==> config.mk <==
export PLATFORM = sky130hd
export DESIGN_NAME = taylor_series_evaluator_core
export DESIGN_NICKNAME = d
export VERILOG_FILES = /design/src/rtl/tse_pkg.sv /design/src/rtl/taylor_series_evaluator_core.sv
export SDC_FILE = /design/constraint.sdc
export NUM_CORES = 2
export LEC_CHECK = 0
export ABC_CLOCK_PERIOD_IN_PS = 12000
export BUFFER_PORTS_ARGS = -buffer_cell sky130_fd_sc_hd__buf_2
export CAP_MARGIN = 30
export CORE_AREA = 2 2 349 351
export DETAILED_ROUTE_END_ITERATION = 16
export DIE_AREA = 0 0 351 353
export PLACE_DENSITY_LB_ADDON = 0.15
export SETUP_SLACK_MARGIN = 0.15
export SYNTH_ARGS = -nofsm -noshare
export SYNTH_HDL_FRONTEND = slang
export SYNTH_SLANG_ARGS = --single-unit
==> constraint.sdc <==
create_clock -name clk_i -period 12 [get_ports clk_i]
set_clock_uncertainty 0.15 [all_clocks]
set_input_delay 2.4 -clock clk_i [delete_from_list [all_inputs] [get_ports clk_i]]
set_output_delay 2.4 -clock clk_i [all_outputs]
set_load 0.02 [all_outputs]
==> src/rtl/tse_pkg.sv <==
// Shared constants, control word type and microprogram for the Taylor series core.
// Used by taylor_series_evaluator_core; depends on nothing else.
`default_nettype none
package tse_pkg;

  localparam int MAX_TERMS_DEF = 16;

  localparam int X_W      = 16;
  localparam int XMAG_W   = 16;
  localparam int TERM_W   = 47;
  localparam int LO_W     = 24;
  localparam int HI_W     = TERM_W - LO_W;
  localparam int PROD_W   = TERM_W + XMAG_W;
  localparam int X_FRAC   = 12;
  localparam int DIV_RADIX_BITS = 4;
  localparam int DVD_W    = ((PROD_W - X_FRAC + DIV_RADIX_BITS - 1) / DIV_RADIX_BITS)
                            * DIV_RADIX_BITS;
  localparam int DIV_ITERS = DVD_W / DIV_RADIX_BITS;
  localparam int DCNT_W   = $clog2(DIV_ITERS);
  localparam int SUM_W    = 64;
  localparam int FRAC_BITS = 32;
  localparam int RES_W    = 32;
  localparam int MR_W     = SUM_W - 16;

  localparam logic [TERM_W-1:0] TERM_MAX = {TERM_W{1'b1}};

  localparam logic [1:0] CMD_EXP = 2'd0;
  localparam logic [1:0] CMD_SIN = 2'd1;
  localparam logic [1:0] CMD_COS = 2'd2;

  typedef logic [3:0] step_t;

  localparam step_t S_IDLE  = 4'd0;
  localparam step_t S_TEST  = 4'd1;
  localparam step_t S_ACC   = 4'd2;
  localparam step_t S_MLO   = 4'd3;
  localparam step_t S_MHI   = 4'd4;
  localparam step_t S_DLD   = 4'd5;
  localparam step_t S_DIV   = 4'd6;
  localparam step_t S_DEND  = 4'd7;
  localparam step_t S_JMP   = 4'd8;
  localparam step_t S_FINAL = 4'd9;
  localparam step_t S_RET   = 4'd10;

  typedef logic [2:0] op_t;

  localparam op_t OP_NOP  = 3'd0;
  localparam op_t OP_LOAD = 3'd1;
  localparam op_t OP_ACC  = 3'd2;
  localparam op_t OP_MLO  = 3'd3;
  localparam op_t OP_MHI  = 3'd4;
  localparam op_t OP_DLD  = 3'd5;
  localparam op_t OP_DIV  = 3'd6;
  localparam op_t OP_DEND = 3'd7;

  typedef logic [2:0] cond_t;

  localparam cond_t C_NEVER     = 3'd0;
  localparam cond_t C_ALWAYS    = 3'd1;
  localparam cond_t C_NO_IN     = 3'd2;
  localparam cond_t C_ZERO      = 3'd3;
  localparam cond_t C_LAST      = 3'd4;
  localparam cond_t C_DIV_MORE  = 3'd5;
  localparam cond_t C_TERM_DONE = 3'd6;
  localparam cond_t C_OUT_BUSY  = 3'd7;

  typedef struct packed {
    op_t   op;
    logic  fin;
    cond_t cond;
    step_t target;
  } ctrl_t;

  function automatic ctrl_t ucode(input step_t step);
    ctrl_t w;
    w = '{op: OP_NOP, fin: 1'b0, cond: C_ALWAYS, target: S_IDLE};
    unique case (step)
      S_IDLE:  w = '{op: OP_LOAD, fin: 1'b0, cond: C_NO_IN,     target: S_IDLE};
      S_TEST:  w = '{op: OP_NOP,  fin: 1'b0, cond: C_ZERO,      target: S_FINAL};
      S_ACC:   w = '{op: OP_ACC,  fin: 1'b0, cond: C_LAST,      target: S_FINAL};
      S_MLO:   w = '{op: OP_MLO,  fin: 1'b0, cond: C_NEVER,     target: S_IDLE};
      S_MHI:   w = '{op: OP_MHI,  fin: 1'b0, cond: C_NEVER,     target: S_IDLE};
      S_DLD:   w = '{op: OP_DLD,  fin: 1'b0, cond: C_NEVER,     target: S_IDLE};
      S_DIV:   w = '{op: OP_DIV,  fin: 1'b0, cond: C_DIV_MORE,  target: S_DIV};
      S_DEND:  w = '{op: OP_DEND, fin: 1'b0, cond: C_TERM_DONE, target: S_ACC};
      S_JMP:   w = '{op: OP_NOP,  fin: 1'b0, cond: C_ALWAYS,    target: S_MLO};
      S_FINAL: w = '{op: OP_NOP,  fin: 1'b1, cond: C_OUT_BUSY,  target: S_FINAL};
      S_RET:   w = '{op: OP_NOP,  fin: 1'b0, cond: C_ALWAYS,    target: S_IDLE};
      default: w = '{op: OP_NOP,  fin: 1'b0, cond: C_ALWAYS,    target: S_IDLE};
    endcase
    return w;
  endfunction

endpackage
`default_nettype wire

==> src/rtl/taylor_series_evaluator_core.sv <==
// Taylor series core for e^x, sin(x) and cos(x): microcoded sequencer and datapath.
// Depends on tse_pkg for constants, control word type and the microprogram.
//
// Usage:
//   Slave channel s_axis carries one request per beat: tuser holds the function
//   select (0 exp, 1 sine, 2 cosine), tdata holds x in Q3.12 and the term count.
//   Master channel m_axis returns one beat per request: tdata holds the Q15.16
//   sum, tuser the overflow flag.
//   One request is worked on at a time; s_axis_tready is high only while the
//   sequencer sits in its idle step. Each term after the first is built by a
//   split multiply over the low and high halves of the term and a divide by
//   the power index that retires four quotient bits per cycle; sine and
//   cosine make two such updates per term. A zero term count goes straight
//   to the final step. A new request is taken only once the last result has
//   left the final step and the sequencer is back in its idle step.
//   A finished result waits in the output register; if the receiver stalls,
//   the sequencer holds in its final step until the register frees.
//   Reset returns the sequencer to idle and empties the output register.
`default_nettype none
module taylor_series_evaluator_core #(
  parameter int MAX_TERMS = tse_pkg::MAX_TERMS_DEF
) (
  input  wire logic        clk_i,
  input  wire logic        rst_ni,
  input  wire logic        s_axis_tvalid,
  output logic             s_axis_tready,
  input  wire logic [23:0] s_axis_tdata,  // [15:0] x_value, [20:16] term_count
  input  wire logic [1:0]  s_axis_tuser,  // [1:0] cmd
  output logic             m_axis_tvalid,
  input  wire logic        m_axis_tready,
  output logic [31:0]      m_axis_tdata,  // [31:0] result
  output logic [0:0]       m_axis_tuser   // [0] overflow
);

  localparam int CW = $clog2(MAX_TERMS + 1);
  localparam int KW = $clog2(2 * MAX_TERMS);
  localparam int TW = tse_pkg::TERM_W;
  localparam int PW = tse_pkg::PROD_W;
  localparam int DW = tse_pkg::DVD_W;
  localparam int SW = tse_pkg::SUM_W;
  localparam int MW = tse_pkg::MR_W;
  localparam int LW = tse_pkg::LO_W;
  localparam int HW = tse_pkg::HI_W;
  localparam int XW = tse_pkg::XMAG_W;
  localparam int NB = tse_pkg::DIV_RADIX_BITS;
  localparam int DCW = tse_pkg::DCNT_W;

  tse_pkg::step_t step_q, step_d;
  tse_pkg::ctrl_t cw;

  logic [1:0]                 cmd_q;
  logic                       xneg_q;
  logic [XW-1:0]              xmag_q;
  logic [CW-1:0]              n_q, c_q;
  logic [KW-1:0]              k_q;
  logic                       half_q;
  logic                       tsign_q;
  logic [TW-1:0]              tmag_q;
  logic [PW-1:0]              prod_q;
  logic [DW-1:0]              dvd_q, dvd_d;
  logic [KW-1:0]              rem_q, rem_d;
  logic [DCW-1:0]             dcnt_q;
  logic [SW-1:0]              sum_q;
  logic                       ovf_q;
  logic                       out_valid_q;
  logic [31:0]                out_data_q;
  logic                       out_ovf_q;

  logic              accept;
  logic              out_free;
  logic              jump;
  logic [XW-1:0]     in_xmag;
  logic              in_xneg;
  logic [CW-1:0]     in_n;
  logic [KW:0]       r;
  logic [PW-1:0]     rnd_sum;
  logic [LW+XW-1:0]  mlo_p;
  logic [HW+XW-1:0]  mhi_p;
  logic              subtract;
  logic [SW-1:0]     tval;
  logic [SW-1:0]     ms;
  logic [MW-1:0]     mr;
  logic              fin_sat;
  logic [31:0]       fin_res;
  logic              q_sat;
  logic [TW-1:0]     q_mag;

  assign cw            = tse_pkg::ucode(step_q);
  assign s_axis_tready = (step_q == tse_pkg::S_IDLE);
  assign accept        = s_axis_tvalid && s_axis_tready;
  assign out_free      = !out_valid_q || m_axis_tready;

  assign in_xneg = s_axis_tdata[15];
  assign in_xmag = in_xneg ? XW'(-s_axis_tdata[15:0]) : s_axis_tdata[15:0];

  always_comb begin
    if (s_axis_tuser > tse_pkg::CMD_COS) begin
      in_n = '0;
    end else if (int'(s_axis_tdata[20:16]) > MAX_TERMS) begin
      in_n = CW'(MAX_TERMS);
    end else begin
      in_n = CW'(s_axis_tdata[20:16]);
    end
  end

  always_comb begin
    unique case (cw.cond)
      tse_pkg::C_NEVER:     jump = 1'b0;
      tse_pkg::C_ALWAYS:    jump = 1'b1;
      tse_pkg::C_NO_IN:     jump = !accept;
      tse_pkg::C_ZERO:      jump = (n_q == '0);
      tse_pkg::C_LAST:      jump = (c_q == n_q);
      tse_pkg::C_DIV_MORE:  jump = (dcnt_q != DCW'(tse_pkg::DIV_ITERS - 1));
      tse_pkg::C_TERM_DONE: jump = (cmd_q == tse_pkg::CMD_EXP) || half_q;
      tse_pkg::C_OUT_BUSY:  jump = !out_free;
      default:              jump = 1'b1;
    endcase
    step_d = jump ? cw.target : tse_pkg::step_t'(step_q + 1'b1);
  end

  assign mlo_p   = tmag_q[LW-1:0] * xmag_q;
  assign mhi_p   = tmag_q[TW-1:LW] * xmag_q;
  assign rnd_sum = prod_q + (PW'(k_q) << (tse_pkg::X_FRAC - 1));

  always_comb begin
    dvd_d = dvd_q;
    rem_d = rem_q;
    r     = '0;
    for (int b = 0; b < NB; b++) begin
      r     = {rem_d, dvd_d[DW-1]};
      dvd_d = {dvd_d[DW-2:0], 1'b0};
      if (r >= {1'b0, k_q}) begin
        rem_d    = KW'(r - {1'b0, k_q});
        dvd_d[0] = 1'b1;
      end else begin
        rem_d = KW'(r);
      end
    end
  end

  assign q_sat = (dvd_q > DW'(tse_pkg::TERM_MAX));
  assign q_mag = q_sat ? tse_pkg::TERM_MAX : TW'(dvd_q);

  assign subtract = (cmd_q != tse_pkg::CMD_EXP) && !c_q[0];
  assign tval     = SW'(tmag_q);

  assign ms      = sum_q[SW-1] ? SW'(-sum_q) : sum_q;
  assign mr      = MW'((ms + (SW'(1) << 15)) >> 16);
  always_comb begin
    fin_sat = 1'b0;
    fin_res = 32'(mr);
    if (sum_q[SW-1]) begin
      if (mr > (MW'(1) << 31)) begin
        fin_sat = 1'b1;
        fin_res = 32'h8000_0000;
      end else begin
        fin_res = 32'(-mr);
      end
    end else if (mr > MW'(32'h7FFF_FFFF)) begin
      fin_sat = 1'b1;
      fin_res = 32'h7FFF_FFFF;
    end
  end

  always_ff @(posedge clk_i or negedge rst_ni) begin
    if (!rst_ni) begin
      step_q      <= tse_pkg::S_IDLE;
      out_valid_q <= 1'b0;
    end else begin
      step_q <= step_d;
      if (cw.fin && out_free) begin
        out_valid_q <= 1'b1;
      end else if (m_axis_tready) begin
        out_valid_q <= 1'b0;
      end
    end
  end

  always_ff @(posedge clk_i) begin
    if (cw.fin && out_free) begin
      out_data_q <= fin_res;
      out_ovf_q  <= ovf_q || fin_sat;
    end
    case (cw.op)
      tse_pkg::OP_LOAD: begin
        if (accept) begin
          cmd_q   <= s_axis_tuser;
          xneg_q  <= in_xneg;
          xmag_q  <= in_xmag;
          n_q     <= in_n;
          c_q     <= CW'(1);
          sum_q   <= '0;
          ovf_q   <= 1'b0;
          half_q  <= 1'b0;
          if (s_axis_tuser == tse_pkg::CMD_SIN) begin
            tsign_q <= in_xneg;
            tmag_q  <= TW'(in_xmag) << (tse_pkg::FRAC_BITS - tse_pkg::X_FRAC);
            k_q     <= KW'(1);
          end else begin
            tsign_q <= 1'b0;
            tmag_q  <= TW'(1) << tse_pkg::FRAC_BITS;
            k_q     <= '0;
          end
        end
      end
      tse_pkg::OP_ACC: begin
        sum_q <= (tsign_q ^ subtract) ? sum_q - tval : sum_q + tval;
        c_q   <= CW'(c_q + 1'b1);
      end
      tse_pkg::OP_MLO: begin
        prod_q <= PW'(mlo_p);
        k_q    <= KW'(k_q + 1'b1);
      end
      tse_pkg::OP_MHI: begin
        prod_q <= prod_q + (PW'(mhi_p) << LW);
      end
      tse_pkg::OP_DLD: begin
        dvd_q  <= DW'(rnd_sum >> tse_pkg::X_FRAC);
        rem_q  <= '0;
        dcnt_q <= '0;
      end
      tse_pkg::OP_DIV: begin
        dvd_q  <= dvd_d;
        rem_q  <= rem_d;
        dcnt_q <= DCW'(dcnt_q + 1'b1);
      end
      tse_pkg::OP_DEND: begin
        tmag_q  <= q_mag;
        tsign_q <= (tsign_q ^ xneg_q) && (q_mag != '0);
        ovf_q   <= ovf_q || q_sat;
        half_q  <= !half_q && (cmd_q != tse_pkg::CMD_EXP);
      end
      default: begin
      end
    endcase
  end

  assign m_axis_tvalid = out_valid_q;
  assign m_axis_tdata  = out_data_q;
  assign m_axis_tuser  = out_ovf_q;

endmodule
`default_nettype wire
Word level (Yosys, flattened, before mapping) --
Memory sizes are Yosys's and may differ from the RTL's. Index checks and enable logic that the tools add are counted.
Word-level totals: register bits 310, memory bits (read-only) 176, input bits 30, output and inout bits 35, memories 1
Memory list:
- (name not given) | words 16, bits a word 11, read ports 1, clocked after memory_dff 0, wr ports 0, RTL line tse_pkg.sv:77 | unique case (step)
Operators by class: $add $sub $neg 16, $mul 2, $lt $le $gt $ge 9, equal/unequal tests 18, muxes and demuxes 43, bitwise operators 2, reductions and logical operators 31
Operator list (number):
- $mux 64 | 3
- $pmux 64 s2 | 1
- $pmux 63 s2 | 1
- $pmux 52 s2 | 1
- $mux 32 | 3
- $mux 47 | 2
- $pmux 47 s2 | 1
- $add 64x16->64 const B | 1
- $add 64x47->64 | 1
- $neg 64->64 | 1
- $sub 64x47->64 | 1
- $add 63x16->63 | 1
- $add 63x63->63 | 1
- $gt 52x47->1 const B | 1
- $gt 48x31->1 const B | 1
- $gt 48x32->1 const B | 1
- $reduce_bool 47->1 | 1
- $mul 24x16->40 | 1
- $mul 23x16->39 | 1
- $mux 36 | 1
- $mux 5 | 7
- $neg 32->32 | 1
- $pmux 5 s2 | 3
- $eq 3x3->1 const B | 8
- other kinds (30) | 77

Depth between registers and ports, before layout --
word-level depth 9, depth in mapped cells 39, gate-level depth less buffers 37

Worst setup path before layout --
OpenSTA, ideal clock, no wires.
path kind flip-flop to flip-flop, start register xmag_q[9], end register prod_q[62], data pin, setup time 0.266 ns, arrival time 8.549 ns, required time 11.584 ns, path slack 3.035 ns, cell stages (with the launch flop) 38, cells stage by stage edfxtp_1 clkbuf_1 clkbuf_1 nand2_1 fa_1 inv_1 fa_1 inv_1 fa_1 inv_1 fa_1 fa_1 inv_1 fa_1 inv_1 ha_1 o21a_1 o21ai_0 (+2 left out) o21ai_0 a21o_1 a21oi_1 xnor2_1 ha_1 and3_1 and2_1 a31oi_1 o211ai_1 nor2b_1 o21ai_0 a2111oi_0 o311ai_0 a211o_1 a21oi_1 xnor2_1 xnor2_1 nor2_1
Between the ends: word-level cells in the longest chain between the ends 3
Ends and longest elaborated chain:
- start: declaration | RTL line taylor_series_evaluator_core.sv:53 | logic [XW-1:0] xmag_q;
- start signal: assignment | RTL line taylor_series_evaluator_core.sv:189 | xmag_q <= in_xmag;
- $mul 23x16->39 | RTL line taylor_series_evaluator_core.sv:122 | assign mhi_p = tmag_q[TW-1:LW] * xmag_q;
- $add 63x63->63 | RTL line taylor_series_evaluator_core.sv:215 | prod_q <= prod_q + (PW'(mhi_p) << LW);
- $pmux 63 s2 | RTL line taylor_series_evaluator_core.sv:184 | case (cw.op)
- end signal: assignment | RTL line taylor_series_evaluator_core.sv:211 | prod_q <= PW'(mlo_p);
- end signal: assignment | RTL line taylor_series_evaluator_core.sv:215
- end: declaration | RTL line taylor_series_evaluator_core.sv:59 | logic [PW-1:0] prod_q;
Every way passes these cells. A chain may end at the register's enable or synchronous reset.

Worst setup path in the final report --
start register xmag_q[1], end register prod_q[62], data pin
The elaborated chain is that of the path after synthesis.

==> flow_summary.json <==
{
  "clock_latency_ns": 0.62,
  "critical-path-top-cell-by-count": "inv_1",
  "cts.sink_count": 299,
  "clock_buffer_depth": 3,
  "height_of_the_chip_um": 353,
  "cts_max_level": 2,
  "endpoint_kind": "flip-flop",
  "yosys_warnings": 0,
  "global_route_wire_length_before_repair_um": 214000,
  "unrepaired_setup_endpoints_after_global_routing": "no",
  "mapped_cell_area_um2": 47700,
  "cp-start-kind": "flip-flop",
  "cts.clk_slew.worst_paths_ns": 0.06,
  "synth_adder_area_share": 0.348,
  "postCtsSetupBuffers": 0,
  "cts-hold-fix-buffers": 0,
  "xor_xnor_share_of_the_synthesized_area": 0.0651,
  "crit_arrival_ns": 10.68,
  "crit-reg2reg-capture": "prod_q[62]",
  "io_pins": 65,
  "critPathKind": "reg2reg",
  "drt-vias-per-instance": 5.29,
  "cpPeakStageDelay_ns": 0.93,
  "period_share": 0.875,
  "r2r-start": "xmag_q[1]",
  "r2r_setup_slack_ns": 1.50,
  "final_max_slew_viol_count": 0,
  "worst_hold_startpoint": "dvd_q[35]",
  "cts_resized": 0,
  "synthesized_area_fraction_occupied_by_ao_oa_aoi_and_oai_cells": 0.113,
  "drv.max_cap_violation_count": 0,
  "cts_buffers": 39,
  "synth_fp_nets": 6435,
  "reg2regPathDepth": 38,
  "postSynthCellCount": 5441,
  "drt_pre_antenna_iters": 8,
  "syn_avg_cell_area_um2": 8.76,
  "antenna_left": 0,
  "timing.critical_path.fanout_max": 30,
  "setup.worst_path.end": "prod_q[62]",
  "fillCellCount": 12055,
  "grt.met3_usage": 0.0302,
  "slew-limit-headroom": 0.297,
  "grt_usage": 0.220,
  "groute.layer.met1.usage": 0.319,
  "synthToLayoutAreaGrowth_pct": 7.25,
  "yosys.area_share.simple": 0.197,
  "design.die.area_um2": 124000,
  "port_buffers": 61,
  "synth_top_flop_cell": "edfxtp_1",
  "grt_most_used_layer": "met2",
  "detailed_place_hpwl_um": 99600,
  "post-route-min-period_ns": 10.50,
  "tightest_slew_ns": 1.05,
  "number_of_synthesized_flops_with_an_enable_pin": 294,
  "grt_overflow": 0,
  "die_x_um": 351,
  "fin_ws_ns": 1.50,
  "synth.ff_latch_count": 299,
  "number_of_remaining_drc_errors": 0,
  "grt_antenna_before_repair": 4,
  "via_count": 37062,
  "ffs_w_async_s_r_synth": 0.0167,
  "timing.setup.tns_ns": 0,
  "required_ns": 12.19,
  "setup_viol_count_final": 0,
  "placeableCoreArea_um2": 121000,
  "max_freq_ghz": 0.0953,
  "grt_use_met2": 0.349,
  "synth_top_family_by_area": "adder cells",
  "via_count_of_the_first_global_routing_pass": 37660,
  "timing_hold_violations_final": 0,
  "fin_nets": 6344,
  "grt_max_degree": 95,
  "share_of_layout_cells_above_drive_strength_1": 0.0549,
  "outcome": "complete, no violations",
  "initial_utilization": 0.395,
  "muxShareOfSynthArea": 0.00803,
  "cp_slowest_cell": "edfxtp_1",
  "synth.yosys.seq_area_share": 0.188,
  "gp_congestion": 0.864,
  "num_rows": 128,
  "detail_route.iter0.violations": 2394,
  "tritoncts_clock_tree": "yes",
  "timing.critical_path.from": "xmag_q[1]",
  "drt_wl_total_um": 133000,
  "place_ws_ns": 1.63,
  "routed_wl_per_cell_um": 19.0,
  "min-delay-path-class": "reg2reg",
  "layout.core_utilization": 0.424,
  "synth.distinct_cells": 98,
  "ctsRootBufferMaster": "clkbuf_16"
}
## per-layer routing
metal | part of all wire | routed length [µm] | vias up
met5 | 0 | 0 | -
met4 | 0.020 | 2660 | 0
met3 | 0.054 | 7140 | 152
met2 | 0.45 | 60200 | 899
met1 | 0.47 | 63000 | 18329
li1 | - | - | 17682
## flip-flops by register name (all words and copies together) (netlist names), 5 cells and up
name and count:
c_q 5, dvd_q 52, k_q 5, m_axis_tdata 32, n_q 5, prod_q 52
rem_q 5, sum_q 64, tmag_q 47, xmag_q 16
## Yosys cell counts (all sizes together), types with 89 or more instances
master	count	area, µm²
a21o	89	668
a21oi	193	966
and2	295	1850
clkbuf	254	953
edfxtp	294	8830
fa	604	12100
ha	360	4500
inv	728	2730
nand2	765	2870
nand3	118	596
nor2	364	1370
nor3	106	562
o21ai	199	1000
xnor2	182	1590
xor2	172	1510
## cells by family (layout without fill, tap and decap cells)
kind of cell | count (synthesis) | after routing
compound gates | 810 | 810
xor+xnor | 354 | 354
fa+ha+maj | 964 | 964
buf+inv | 1018 | 953
flops | 299 | 299
mux | 37 | 37
other cells | 0 | 1
simple gates | 1959 | 1959
## stage by stage
stage | cells | hold WS, ns | area [µm²]
2_1_floorplan | 5441 | 0.373 | 47700
3_3_place_gp | 6920 | 0.396 | 49600
3_5_place_dp | 6931 | 0.402 | 49800
4_1_cts | 6998 | 0.417 | 51000
5_1_grt | 7002 | 0.437 | 51100
6_report | 7002 | 0.415 | 51100
## worst min path at each step
stage	end	slack [ns]	cells after the start
3_5_place_dp	dvd_q[39]	0.40	2
2_1_floorplan	dvd_q[39]	0.37	2
5_1_grt	dvd_q[51]	0.44	1
3_3_place_gp	dvd_q[39]	0.40	2
6_report	dvd_q[39]	0.42	2
4_1_cts	dvd_q[39]	0.42	2
## layout make-up
cell class / instances / area, µm² / share of cell area
Antenna cell: 1 / 2.50 / 0.0000490
Clock buffer: 48 / 1010 / 0.0198
Clock inverter: 19 / 180 / 0.00352
Inverter: 728 / 2730 / 0.0535
Multi-Input combinational cell: 4124 / 34900 / 0.683
Sequential cell: 299 / 8950 / 0.175
Tap cell: 1625 / 2030 / 0.0398
Timing Repair Buffer: 158 / 1290 / 0.0252
## cells in the final DEF (no fill, tap or decap), types with 181 or more instances in the layout
| master | synthesis | routed |
|---|---|---|
| o21ai_0 | 184 | 184 |
| xnor2_1 | 182 | 181 |
| a21oi_1 | 193 | 193 |
| fa_1 | 604 | 604 |
| and2_1 | 295 | 295 |
| nor2_1 | 364 | 362 |
| inv_1 | 728 | 727 |
| edfxtp_1 | 294 | 294 |
| nand2_1 | 765 | 760 |
| ha_1 | 360 | 360 |
## worst max-delay path, delay by kind of cell (launching register included)
family                     cells  cell delay [ns]
and+or+nand+nor                6             1.07
DFF                            1             0.93
adders and majority gates      8             3.06
buffers and inverters          7             1.02
AOI/OAI and AO/OA             14             3.50
xor gates and xnor gates       3             0.45
Power is not shown: default switching activity piles up to over one toggle a cycle in this logic, so the estimate is an artifact.
